File: config.mk
export PLATFORM = sky130hd
export DESIGN_NAME = neighbor_table_dedup_forward
export DESIGN_NICKNAME = d
export VERILOG_FILES = /design/src/design/nbt_pkg.sv /design/src/design/nbt_table.sv /design/src/design/nbt_ctrl.sv /design/src/design/neighbor_table_dedup_forward.sv
export SDC_FILE = /design/constraint.sdc
export NUM_CORES = 2
export LEC_CHECK = 0
export BUFFER_PORTS_ARGS = -buffer_cell sky130_fd_sc_hd__buf_2
export CORE_MARGIN = 4
export CORE_UTILIZATION = 45
export CTS_CLUSTER_DIAMETER = 150
export CTS_CLUSTER_SIZE = 28
export DETAILED_ROUTE_END_ITERATION = 6
export HOLD_SLACK_MARGIN = 0.03
export PLACE_DENSITY_LB_ADDON = 0.08
export SLEW_MARGIN = 40
export SYNTH_ARGS = -nofsm -noshare
export SYNTH_HDL_FRONTEND = slang
export SYNTH_SLANG_ARGS = --single-unit
File: constraint.sdc
create_clock -name clk -period 9.5 [get_ports clk]
set_input_delay 0.475 -clock clk [delete_from_list [all_inputs] [get_ports clk]]
set_output_delay 0.475 -clock clk [all_outputs]
set_load 0.05 [all_outputs]
File: src/design/nbt_pkg.sv
package nbt_pkg;

    // Fixed field widths
    localparam int COORD_W  = 8;
    localparam int SERIAL_W = 16;
    localparam int VALUE_W  = 16;
    localparam int PORT_W   = 4;
    localparam int HOPS_W   = 4;
    localparam int DIST_W   = COORD_W + 1;

    // Number of physical ports; the mask is cut to the port field width
    localparam int PORT_COUNT = 4;
    localparam logic [PORT_W-1:0] ALL_PORTS = PORT_W'((2 ** PORT_COUNT) - 1);

    // Default table size
    localparam int TABLE_DEPTH_DEF = 64;

    // Configuration register indexes
    localparam int CFG_IDX_W = 2;
    localparam logic [CFG_IDX_W-1:0] REG_MAX_HOPS     = 2'd0;
    localparam logic [CFG_IDX_W-1:0] REG_OP_MODE      = 2'd1;
    localparam logic [CFG_IDX_W-1:0] REG_CLUSTER_HEAD = 2'd2;

    // Operating modes
    localparam logic MODE_READ_ALL = 1'b0;
    localparam logic MODE_EVENT    = 1'b1;

    // Reset values of the configuration
    localparam logic [HOPS_W-1:0] MAX_HOPS_RST = 4'd2;
    localparam logic OP_MODE_RST      = MODE_EVENT;
    localparam logic CLUSTER_HEAD_RST = 1'b0;

    // One neighbor table entry
    typedef struct packed {
        logic [COORD_W-1:0]  x;
        logic [COORD_W-1:0]  y;
        logic [SERIAL_W-1:0] serial;
        logic [VALUE_W-1:0]  value;
        logic                updated;
    } entry_t;

    // Configuration seen by the controller
    typedef struct packed {
        logic [HOPS_W-1:0] max_hops;
        logic              op_mode;
        logic              cluster_head;
    } cfg_t;

    // |x| + |y| at full width, no wrap
    function automatic logic [DIST_W-1:0] hop_distance(
        input logic [COORD_W-1:0] x,
        input logic [COORD_W-1:0] y
    );
        logic [COORD_W-1:0] ax;
        logic [COORD_W-1:0] ay;
        begin
            ax = x[COORD_W-1] ? (~x + 1'b1) : x;
            ay = y[COORD_W-1] ? (~y + 1'b1) : y;
            hop_distance = {1'b0, ax} + {1'b0, ay};
        end
    endfunction

endpackage

File: src/design/nbt_table.sv
module nbt_table #(
    parameter int TABLE_DEPTH = 64
) (
    input  logic                           clk,
    input  logic                           we,
    input  logic [$clog2(TABLE_DEPTH)-1:0] waddr,
    input  nbt_pkg::entry_t                wdata,
    input  logic                           re,
    input  logic [$clog2(TABLE_DEPTH)-1:0] raddr,
    output nbt_pkg::entry_t                rdata
);
    import nbt_pkg::*;

    entry_t mem [TABLE_DEPTH];
    entry_t rdata_reg;

    // Single write port, registered read port
    always_ff @(posedge clk)
    begin
        if (we)
        begin
            mem[waddr] <= wdata;
        end
        if (re)
        begin
            rdata_reg <= mem[raddr];
        end
    end

    assign rdata = rdata_reg;

endmodule

File: src/design/nbt_ctrl.sv
module nbt_ctrl #(
    parameter int TABLE_DEPTH = 64
) (
    input  logic                                clk,
    input  logic                                rst_n,
    input  nbt_pkg::cfg_t                       cfg,
    // item side
    input  logic                                start,
    output logic                                busy,
    input  logic signed [nbt_pkg::COORD_W-1:0]  src_x,
    input  logic signed [nbt_pkg::COORD_W-1:0]  src_y,
    input  logic [nbt_pkg::SERIAL_W-1:0]        serial,
    input  logic [nbt_pkg::VALUE_W-1:0]         sensor_value,
    input  logic [nbt_pkg::PORT_W-1:0]          arrival_port,
    // result side
    output logic                                done,
    output logic                                accepted,
    output logic                                inserted,
    output logic [nbt_pkg::PORT_W-1:0]          forward_mask,
    output logic                                run_detection,
    output logic                                table_full,
    output logic [$clog2(TABLE_DEPTH)-1:0]      entry_index,
    // table memory
    output logic                                mem_we,
    output logic [$clog2(TABLE_DEPTH)-1:0]      mem_waddr,
    output nbt_pkg::entry_t                     mem_wdata,
    output logic                                mem_re,
    output logic [$clog2(TABLE_DEPTH)-1:0]      mem_raddr,
    input  nbt_pkg::entry_t                     mem_rdata
);
    import nbt_pkg::*;

    localparam int AW    = $clog2(TABLE_DEPTH);
    localparam int CNT_W = AW + 1;
    localparam logic [CNT_W-1:0] CNT_FULL = CNT_W'(TABLE_DEPTH);

    typedef enum logic [2:0] {
        ST_IDLE   = 3'b001,
        ST_SEARCH = 3'b010,
        ST_DECIDE = 3'b100
    } state_t;

    state_t state_reg, state_next;

    // latched transaction
    logic [COORD_W-1:0]  x_reg, y_reg;
    logic [SERIAL_W-1:0] serial_reg;
    logic [VALUE_W-1:0]  value_reg;
    logic [PORT_W-1:0]   port_reg;

    // search state
    logic [AW-1:0]       cmp_idx_reg, cmp_idx_next;
    logic                found_reg, found_next;
    logic [AW-1:0]       hit_idx_reg, hit_idx_next;
    logic [SERIAL_W-1:0] hit_serial_reg, hit_serial_next;
    logic [CNT_W-1:0]    count_reg, count_next;

    // result registers
    logic                done_reg, done_next;
    logic                acc_reg, acc_next;
    logic                ins_reg, ins_next;
    logic [PORT_W-1:0]   fwd_reg, fwd_next;
    logic                det_reg, det_next;
    logic                full_reg, full_next;
    logic [AW-1:0]       idx_reg, idx_next;

    logic                take;
    logic                match;
    logic                last;
    logic                fwd_ok;
    logic [PORT_W-1:0]   fwd_ports;

    assign busy = (state_reg != ST_IDLE);
    assign take = start && !busy;

    // compare of the entry read in the previous cycle
    assign match = (mem_rdata.x == x_reg) && (mem_rdata.y == y_reg);
    assign last  = ({1'b0, cmp_idx_reg} == (count_reg - 1'b1));

    // forwarding decision
    assign fwd_ok = (hop_distance(x_reg, y_reg) < {{(DIST_W-HOPS_W){1'b0}}, cfg.max_hops})
                 && ((cfg.op_mode == MODE_EVENT) || !cfg.cluster_head);
    assign fwd_ports = fwd_ok ? (ALL_PORTS & ~port_reg) : '0;

    // next-state and datapath
    always_comb
    begin
        state_next      = state_reg;
        cmp_idx_next    = cmp_idx_reg;
        found_next      = found_reg;
        hit_idx_next    = hit_idx_reg;
        hit_serial_next = hit_serial_reg;
        count_next      = count_reg;
        done_next       = 1'b0;
        acc_next        = acc_reg;
        ins_next        = ins_reg;
        fwd_next        = fwd_reg;
        det_next        = det_reg;
        full_next       = full_reg;
        idx_next        = idx_reg;
        mem_re          = 1'b0;
        mem_raddr       = '0;
        mem_we          = 1'b0;
        mem_waddr       = '0;
        mem_wdata       = '{x: x_reg, y: y_reg, serial: serial_reg,
                            value: value_reg, updated: 1'b0};

        unique case (state_reg)
            ST_IDLE:
            begin
                if (take)
                begin
                    found_next   = 1'b0;
                    cmp_idx_next = '0;
                    mem_re       = 1'b1;
                    if (count_reg == '0)
                    begin
                        state_next = ST_DECIDE;
                    end
                    else
                    begin
                        state_next = ST_SEARCH;
                    end
                end
            end

            ST_SEARCH:
            begin
                if (match)
                begin
                    found_next      = 1'b1;
                    hit_idx_next    = cmp_idx_reg;
                    hit_serial_next = mem_rdata.serial;
                    state_next      = ST_DECIDE;
                end
                else if (last)
                begin
                    state_next = ST_DECIDE;
                end
                else
                begin
                    // fetch the next slot while this one is compared
                    mem_re       = 1'b1;
                    mem_raddr    = cmp_idx_reg + 1'b1;
                    cmp_idx_next = cmp_idx_reg + 1'b1;
                end
            end

            ST_DECIDE:
            begin
                done_next  = 1'b1;
                acc_next   = 1'b0;
                ins_next   = 1'b0;
                fwd_next   = '0;
                det_next   = 1'b0;
                full_next  = 1'b0;
                idx_next   = '0;
                state_next = ST_IDLE;
                if (found_reg)
                begin
                    idx_next = hit_idx_reg;
                    if (hit_serial_reg != serial_reg)
                    begin
                        // refresh known source
                        mem_we            = 1'b1;
                        mem_waddr         = hit_idx_reg;
                        mem_wdata.updated = 1'b1;
                        acc_next          = 1'b1;
                        det_next          = 1'b1;
                        fwd_next          = fwd_ports;
                    end
                end
                else if (count_reg == CNT_FULL)
                begin
                    full_next = 1'b1;
                end
                else
                begin
                    // append new source
                    mem_we     = 1'b1;
                    mem_waddr  = count_reg[AW-1:0];
                    count_next = count_reg + 1'b1;
                    acc_next   = 1'b1;
                    ins_next   = 1'b1;
                    idx_next   = count_reg[AW-1:0];
                    fwd_next   = fwd_ports;
                end
            end

            default:
            begin
                state_next = ST_IDLE;
            end
        endcase
    end

    // control registers
    always_ff @(posedge clk or negedge rst_n)
    begin
        if (!rst_n)
        begin
            state_reg <= ST_IDLE;
            count_reg <= '0;
            done_reg  <= 1'b0;
        end
        else
        begin
            state_reg <= state_next;
            count_reg <= count_next;
            done_reg  <= done_next;
        end
    end

    // payload registers
    always_ff @(posedge clk)
    begin
        if (take)
        begin
            x_reg      <= src_x;
            y_reg      <= src_y;
            serial_reg <= serial;
            value_reg  <= sensor_value;
            port_reg   <= arrival_port;
        end
        cmp_idx_reg    <= cmp_idx_next;
        found_reg      <= found_next;
        hit_idx_reg    <= hit_idx_next;
        hit_serial_reg <= hit_serial_next;
        acc_reg        <= acc_next;
        ins_reg        <= ins_next;
        fwd_reg        <= fwd_next;
        det_reg        <= det_next;
        full_reg       <= full_next;
        idx_reg        <= idx_next;
    end

    assign done          = done_reg;
    assign accepted      = acc_reg;
    assign inserted      = ins_reg;
    assign forward_mask  = fwd_reg;
    assign run_detection = det_reg;
    assign table_full    = full_reg;
    assign entry_index   = idx_reg;

endmodule

File: src/design/neighbor_table_dedup_forward.sv
// Channel   Signals                                        Handshake
// -------   --------------------------------------------   -----------------------------
// item      src_x src_y serial sensor_value arrival_port   taken when start && !busy
// result    accepted inserted forward_mask run_detection   one-cycle strobe on done
//           table_full entry_index
// config    cfg_we cfg_index cfg_data                      written when cfg_we is high
//
// A transaction goes from acceptance through the search state (skipped on an empty table)
// and the decide state to the done strobe, searching at most TABLE_DEPTH neighbors:
// the coordinate search reads one table slot per cycle from the single memory read port.
// Results hold from done until the next decision; busy is low again in the done cycle.
// rst_n clears the table (entry count to zero) and loads config reset values; the result
// side cannot stall. The user must write configuration only while busy is low (unchecked).
module neighbor_table_dedup_forward #(
    parameter int TABLE_DEPTH = nbt_pkg::TABLE_DEPTH_DEF
) (
    input  logic                                 clk,
    input  logic                                 rst_n,
    // configuration
    input  logic                                 cfg_we,
    input  logic [nbt_pkg::CFG_IDX_W-1:0]        cfg_index,
    input  logic [nbt_pkg::HOPS_W-1:0]           cfg_data,
    // item
    input  logic                                 start,
    output logic                                 busy,
    input  logic signed [nbt_pkg::COORD_W-1:0]   src_x,
    input  logic signed [nbt_pkg::COORD_W-1:0]   src_y,
    input  logic [nbt_pkg::SERIAL_W-1:0]         serial,
    input  logic [nbt_pkg::VALUE_W-1:0]          sensor_value,
    input  logic [nbt_pkg::PORT_W-1:0]           arrival_port,
    // result
    output logic                                 done,
    output logic                                 accepted,
    output logic                                 inserted,
    output logic [nbt_pkg::PORT_W-1:0]           forward_mask,
    output logic                                 run_detection,
    output logic                                 table_full,
    output logic [$clog2(TABLE_DEPTH)-1:0]       entry_index
);
    import nbt_pkg::*;

    localparam int AW = $clog2(TABLE_DEPTH);

    cfg_t   cfg_reg;
    logic   mem_we;
    logic   mem_re;
    logic [AW-1:0] mem_waddr;
    logic [AW-1:0] mem_raddr;
    entry_t mem_wdata;
    entry_t mem_rdata;

    // configuration registers
    always_ff @(posedge clk or negedge rst_n)
    begin
        if (!rst_n)
        begin
            cfg_reg.max_hops     <= MAX_HOPS_RST;
            cfg_reg.op_mode      <= OP_MODE_RST;
            cfg_reg.cluster_head <= CLUSTER_HEAD_RST;
        end
        else if (cfg_we)
        begin
            unique case (cfg_index)
                REG_MAX_HOPS:     cfg_reg.max_hops     <= cfg_data;
                REG_OP_MODE:      cfg_reg.op_mode      <= cfg_data[0];
                REG_CLUSTER_HEAD: cfg_reg.cluster_head <= cfg_data[0];
                default:          cfg_reg              <= cfg_reg;
            endcase
        end
    end

    nbt_ctrl #(
        .TABLE_DEPTH (TABLE_DEPTH)
    ) u_ctrl (
        .clk           (clk),
        .rst_n         (rst_n),
        .cfg           (cfg_reg),
        .start         (start),
        .busy          (busy),
        .src_x         (src_x),
        .src_y         (src_y),
        .serial        (serial),
        .sensor_value  (sensor_value),
        .arrival_port  (arrival_port),
        .done          (done),
        .accepted      (accepted),
        .inserted      (inserted),
        .forward_mask  (forward_mask),
        .run_detection (run_detection),
        .table_full    (table_full),
        .entry_index   (entry_index),
        .mem_we        (mem_we),
        .mem_waddr     (mem_waddr),
        .mem_wdata     (mem_wdata),
        .mem_re        (mem_re),
        .mem_raddr     (mem_raddr),
        .mem_rdata     (mem_rdata)
    );

    nbt_table #(
        .TABLE_DEPTH (TABLE_DEPTH)
    ) u_table (
        .clk   (clk),
        .we    (mem_we),
        .waddr (mem_waddr),
        .wdata (mem_wdata),
        .re    (mem_re),
        .raddr (mem_raddr),
        .rdata (mem_rdata)
    );

endmodule
======== Word-level counts from Yosys, hierarchy flattened ========
Memories as Yosys holds them, arrays and structs flattened. A register that Yosys moved wholly into a read port is not among the register bits.
Index checks and enable logic that the tools add are counted.
W data, S select, Z words.
operators by class
  order comparisons ....................... 1
  muxes and demuxes ....................... 40
  bitwise operators ....................... 5
  add/sub/neg operators ................... 6
  reductions and logical operators ........ 17
  equal/unequal tests ..................... 16
operators by type and width
  cell                   number
  $mux W6                11
  $add A8 B1 Y8 const B  2
  $eq A8 B8 Y1           2
  $mux W4                4
  $mux W8                2
  $ne A16 B16 Y1         1
  $not A8 Y8             2
  $mux W1                15
  $mux W3                4
  $pmux W6 S2            1
  $reduce_and A2 Y1      5
  $add A8 B8 Y9          1
  $lt A9 B4 Y1           1
  $add A7 B1 Y7 const B  1
  $eq A6 B7 Y1           1
  $eq A7 B7 Y1 const B   1
  $logic_not A7 Y1       1
  $sub A7 B1 Y7 const B  1
  $add A6 B1 Y6 const B  1
  $ne A3 B1 Y1 const B   2
  $pmux W3 S2            1
  $reduce_and A3 Y1      2
  $ne A2 B1 Y1 const B   2
  $ne A2 B2 Y1 const B   2
  14 further kinds       19
word-level totals
  bits of input ports ..................... 62
  memories kept ........................... 1
  bits in writable memories ............... 3136
  output and inout port bits .............. 16
  register bits ........................... 112
memories
  name         words  width  read ports  clocked after Yosys merged registers in  write ports  line             text
  u_table.mem  64     49     1           1                                        1            nbt_table.sv:14  entry_t mem [TABLE_DEPTH];

======== Logic depth before layout (Yosys ltp) ========
  word-level depth ........................ 9
  depth in mapped cells ................... 16
  mapped depth without buffers ............ 14

======== Cells and area by module ========
From an unflattened synthesis, not the netlist that was laid out.
second synthesis, totals
  cell total of the unflattened synthesis .. 5641
  area total of the unflattened synthesis .. 125532.9 um^2
by module, submodules not included
  module                        seq. area each (um^2)  area an instance (um^2)  cells each  times used
  nbt_table                     95641.7                120483.1                 5283        1
  nbt_ctrl                      3129.3                 4795.8                   343         1
  neighbor_table_dedup_forward  152.6                  254.0                    15          1

======== Worst setup path after synthesis ========
Ideal clock, no wire load.
  kind .................................... reg-to-reg
  start ................................... register u_ctrl.serial_reg[0]
  end ..................................... memory u_table.mem[18][17] (netlist name), enable pin
  arrival time ............................ 3960 ps
  cell stages (with the launch flop) ...... 10
  period minus slack after synthesis ...... 4381 ps
  path slack .............................. 5119 ps
  buffers on the path ..................... 1
  cell sequence ........................... edfxtp_1 xor2_1 nor4_1 nand4_1 and2_1 clkbuf_1 a21oi_1 and3_1 nand2_1 nor2_1
between the ends
  word-level cells in the longest chain between the ends .. 6
  elaborated cells between the ends (all ways) .. 9
  those cells by class .................... 1 x eq/ne; 8 x mux
RTL lines
  element                        line             text
  from (decl)                    nbt_ctrl.sv:47   logic [SERIAL_W-1:0] serial_reg;
  from (signal assigned)         nbt_ctrl.sv:221  serial_reg <= serial;
  $ne A16 B16 Y1 (*)             nbt_ctrl.sv:162  if (hit_serial_reg != serial_reg)
  $mux W1                        nbt_ctrl.sv:162
  $mux W1                        nbt_ctrl.sv:159  if (found_reg)
  $mux W1                        nbt_ctrl.sv:108  unique case (state_reg)
  $mux W1                        nbt_table.sv:20  if (we)
  $mux W1 (implied by the code)  nbt_table.sv:22  mem[waddr] <= wdata;
  to (decl)                      nbt_table.sv:14
Mark *: on every way between the ends. The rest lies on a longest branch, timed or not.

======== Worst setup path after layout ========
  start ................................... register u_ctrl.y_reg[3]
  end ..................................... register, netlist name u_table.rdata[46]
between the ends
  word-level cells in the longest chain between the ends .. 4
  elaborated cells between the ends (all ways) .. 6
  those cells by class .................... 1 x eq/ne; 4 x mux; 1 x reduce/logical
RTL lines
  element                                        line             text
  from (decl)                                    nbt_ctrl.sv:46   logic [COORD_W-1:0] x_reg, y_reg;
  from (signal assigned)                         nbt_ctrl.sv:220  y_reg <= src_y;
  $eq A8 B8 Y1 (*)                               nbt_ctrl.sv:77   assign match = (mem_rdata.x == x_reg) && (mem_rdata.y == y_reg);
  $logic_and A1 B1 Y1 (*)                        nbt_ctrl.sv:77
  $mux W1 / $mux W6 (equally long branches)      nbt_ctrl.sv:129  if (match)
  $pmux W1 S2 / $mux W6 (equally long branches)  nbt_ctrl.sv:108
Marked as above.
A chain may end at the register's enable or synchronous reset.

==> impl_metrics.json <==
{
  "grt_max_degree": 117,
  "fin_cells": 7544,
  "largest_reg_flops": 2048,
  "worst-slew-pin-transition_ps": 962,
  "drive_gt1_frac": 0.146,
  "die_height_um": 443,
  "fin_crit_sh": 0.603,
  "cts_tree": "yes",
  "critPathLaunchType": "register",
  "vias_per_cell": 6.36,
  "multi_input_comb_area_um2": 19300,
  "layout_common_cells": "edfxtp_1 (2159), nand2_1 (447), mux2i_1 (262)",
  "nets": 5107,
  "status": "complete, no violations",
  "power_leakage_uw": 0.0293,
  "place_hpwl_um": 151000,
  "antenna_found_initial": 21,
  "die_x_um": 443,
  "finalSetupTns_ps": 0,
  "drt_iter0_drc": 6766,
  "htreeDepth": 3,
  "hold_ws_ps": 97.0,
  "seqCellArea_um2": 65300,
  "cts_setup_buffers": 0,
  "skew_ps": 43.0,
  "ctsResizeCount": 0,
  "synth_flop_cell": "edfxtp_1",
  "final_util": 0.493,
  "dr.pass1.iters": 6,
  "num_rows": 159,
  "coreArea_um2": 188000,
  "fin_ws_ps": 3770,
  "port_buffers": 61,
  "dieArea_um2": 197000,
  "maxSlewViolCount": 0,
  "hold_violations": 0,
  "ys_ff_latch": 2176,
  "clock_path_buffers": 3,
  "final_common_cell": "edfxtp_1",
  "avgSynthCellArea_um2": 17.2,
  "grt.total_usage": 0.272,
  "dp.cells": 7388,
  "grt_pass1_wl_um": 375000,
  "fmax_mhz": 175,
  "post-place-ws_ps": 3730,
  "synthArstFlopShare": 0.00781,
  "io-pin-count": 78,
  "route.detailed.drc": 0,
  "hold_path_class": "in -> reg",
  "syn_area_um2": 85300,
  "end_kind": "register",
  "cap_violations": 0,
  "synthCells": 4963,
  "slowest_delay_ps": 680,
  "wl_um": 273000,
  "finalSetupViolCount": 0,
  "grt_setup_unrepaired": "false",
  "start_util": 0.453,
  "drt-wirelength-per-cell_um": 36.2,
  "crit_buf_inv": 2,
  "arrival_ps": 6210,
  "critPathMaxFanout": 69,
  "vias": 48000,
  "cp_common_cell": "a211oi_1",
  "syn_nets": 5042,
  "required_ps": 9980,
  "grt_overflow": 0,
  "crit_type": "reg -> reg",
  "ir_drop_mv": 0.236,
  "postRouteAntennaNets": 0,
  "synth.distinct_cells": 85,
  "cts_sinks": 2176,
  "synth_edf_count": 2159,
  "clock_latency_ps": 780,
  "ys_seq_area_frac": 0.765,
  "period_needed_ps": 5730,
  "syn_to_final_growth_pct": 8.69,
  "relSlewSlack": 0.354,
  "cp_top_family": "compound AO/OA/AOI/OAI gates",
  "cts_root_buffer": "clkbuf_16",
  "grt_pass1_vias": 44800,
  "cts_buffers": 87,
  "gp_congestion": 0.887,
  "clk_pin_slew_ps": 110,
  "fillers": 15700,
  "cp_slowest_cell": "a211oi_1",
  "cp_cell_sequence": "buf_6 > xor2_1 > nor4_2 > nand4_1 > o311ai_4 > buf_4 > mux2i_1 > a211oi_1 > a221o_1 > o31ai_1 > a211oi_1",
  "p_per_area_nw_per_um2": 230,
  "yosysWarnings": 0
}
repair_timing:
item / 4_1_cts / 5_1_grt
hold endpoints to repair: 59 / 0
hold buffers: 45 / 0
endpoints found under the setup margin: 0 / 0
worst min-delay path, cell delays in order:
cell and delay (ps):
buf_2 100, nor3b_1 100, nand2_1 80, o21ai_0 70
cells by family after synthesis:
group / synth area share
simple gates: 0.0482
fa+ha+maj: 0.00258
buf+inv: 0.0190
compound gates: 0.0790
xor+xnor: 0.00666
flops: 0.765
mux: 0.0795
power breakdown:
group          switching [uW]  total, uW  leakage, uW  internal [uW]
sequential                183      11400       0.0196          11200
clock                    2860       4610      0.00115           1750
combinational            3810       5330      0.00848           1520
total                    6860      21400       0.0293          14500
final timing paths:
path | endpoint | start | slack, ps | cells after the start
hold reg to reg | u_ctrl.hit_serial_reg[15] | u_table.rdata[32] | 430 | 0
hold / removal | cfg_reg[4] | cfg_index[0] | 100 | 4
setup / recovery | u_table.rdata[46] | u_ctrl.y_reg[3] | 3770 | 11
max in group asynchronous | cfg_reg[1] | rst_n | 8940 | 2
min in group asynchronous | cfg_reg[4] | rst_n | 200 | 2
setup reg to reg | u_table.rdata[46] | u_ctrl.y_reg[3] | 3770 | 11
Yosys cell counts (6+ instances only):
cell	n	share of area
o211a_1	15	0.0018
o21a_1	16	0.0014
mux4_2	128	0.034
and3_1	24	0.0018
clkbuf_1	157	0.0069
xnor2_1	21	0.0022
buf_1	31	0.0014
o21ai_0	156	0.0092
o221ai_1	74	0.0076
a211o_1	27	0.0028
buf_6	13	0.0017
inv_1	20	0.00088
and4_1	10	0.0010
mux2_2	113	0.015
and2_1	20	0.0015
ha_1	16	0.0023
a2bb2oi_1	9	0.00092
o22ai_1	74	0.0054
nand3_1	102	0.0060
o311a_1	6	0.00070
a211oi_1	57	0.0050
a311oi_1	30	0.0031
xor2_1	42	0.0043
nor4_1	17	0.0012
a31oi_1	63	0.0046
nor2_1	168	0.0074
a221oi_1	86	0.0088
nand2b_1	6	0.00044
edfxtp_1	2159	0.76
nor3_1	63	0.0037
buf_4	22	0.0019
nand2_1	457	0.020
a32oi_1	45	0.0046
buf_2	93	0.0055
a221o_1	47	0.0055
dfrtp_1	14	0.0041
nor2b_1	9	0.00066
o211ai_1	30	0.0026
mux2i_1	262	0.031
nand4_1	33	0.0024
a32o_1	6	0.00070
o31ai_1	11	0.00097
a21oi_1	137	0.0080
through the flow:
| step | total power [uW] | area [um^2] |
|---|---|---|
| floorplan | 14500 | 85300 |
| global placement | 16800 | 89500 |
| detailed placement | 16900 | 89800 |
| CTS | 21400 | 92600 |
| global route | 22000 | 92700 |
| finish | 21400 | 92700 |
routing by layer:
layer | routed length (um) | up-vias | GRT usage
li1 | - | 19900 | -
met1 | 116000 | 25500 | 0.399
met2 | 125000 | 2229 | 0.420
met3 | 22400 | 316 | 0.0435
met4 | 9630 | 4 | 0.0838
met5 | 30 | - | 0
cell type report:
type	instances	share of cell area
well taps	2495	0.0337
clock buffers	100	0.0249
multi-input cells	2445	0.208
flip-flops and latches	2176	0.704
diodes	6	0.000162
clock inverters	4	0.000378
repair buffers	295	0.0275
inverters	23	0.000972
No activity file was read; power rests on OpenSTA's default activity.
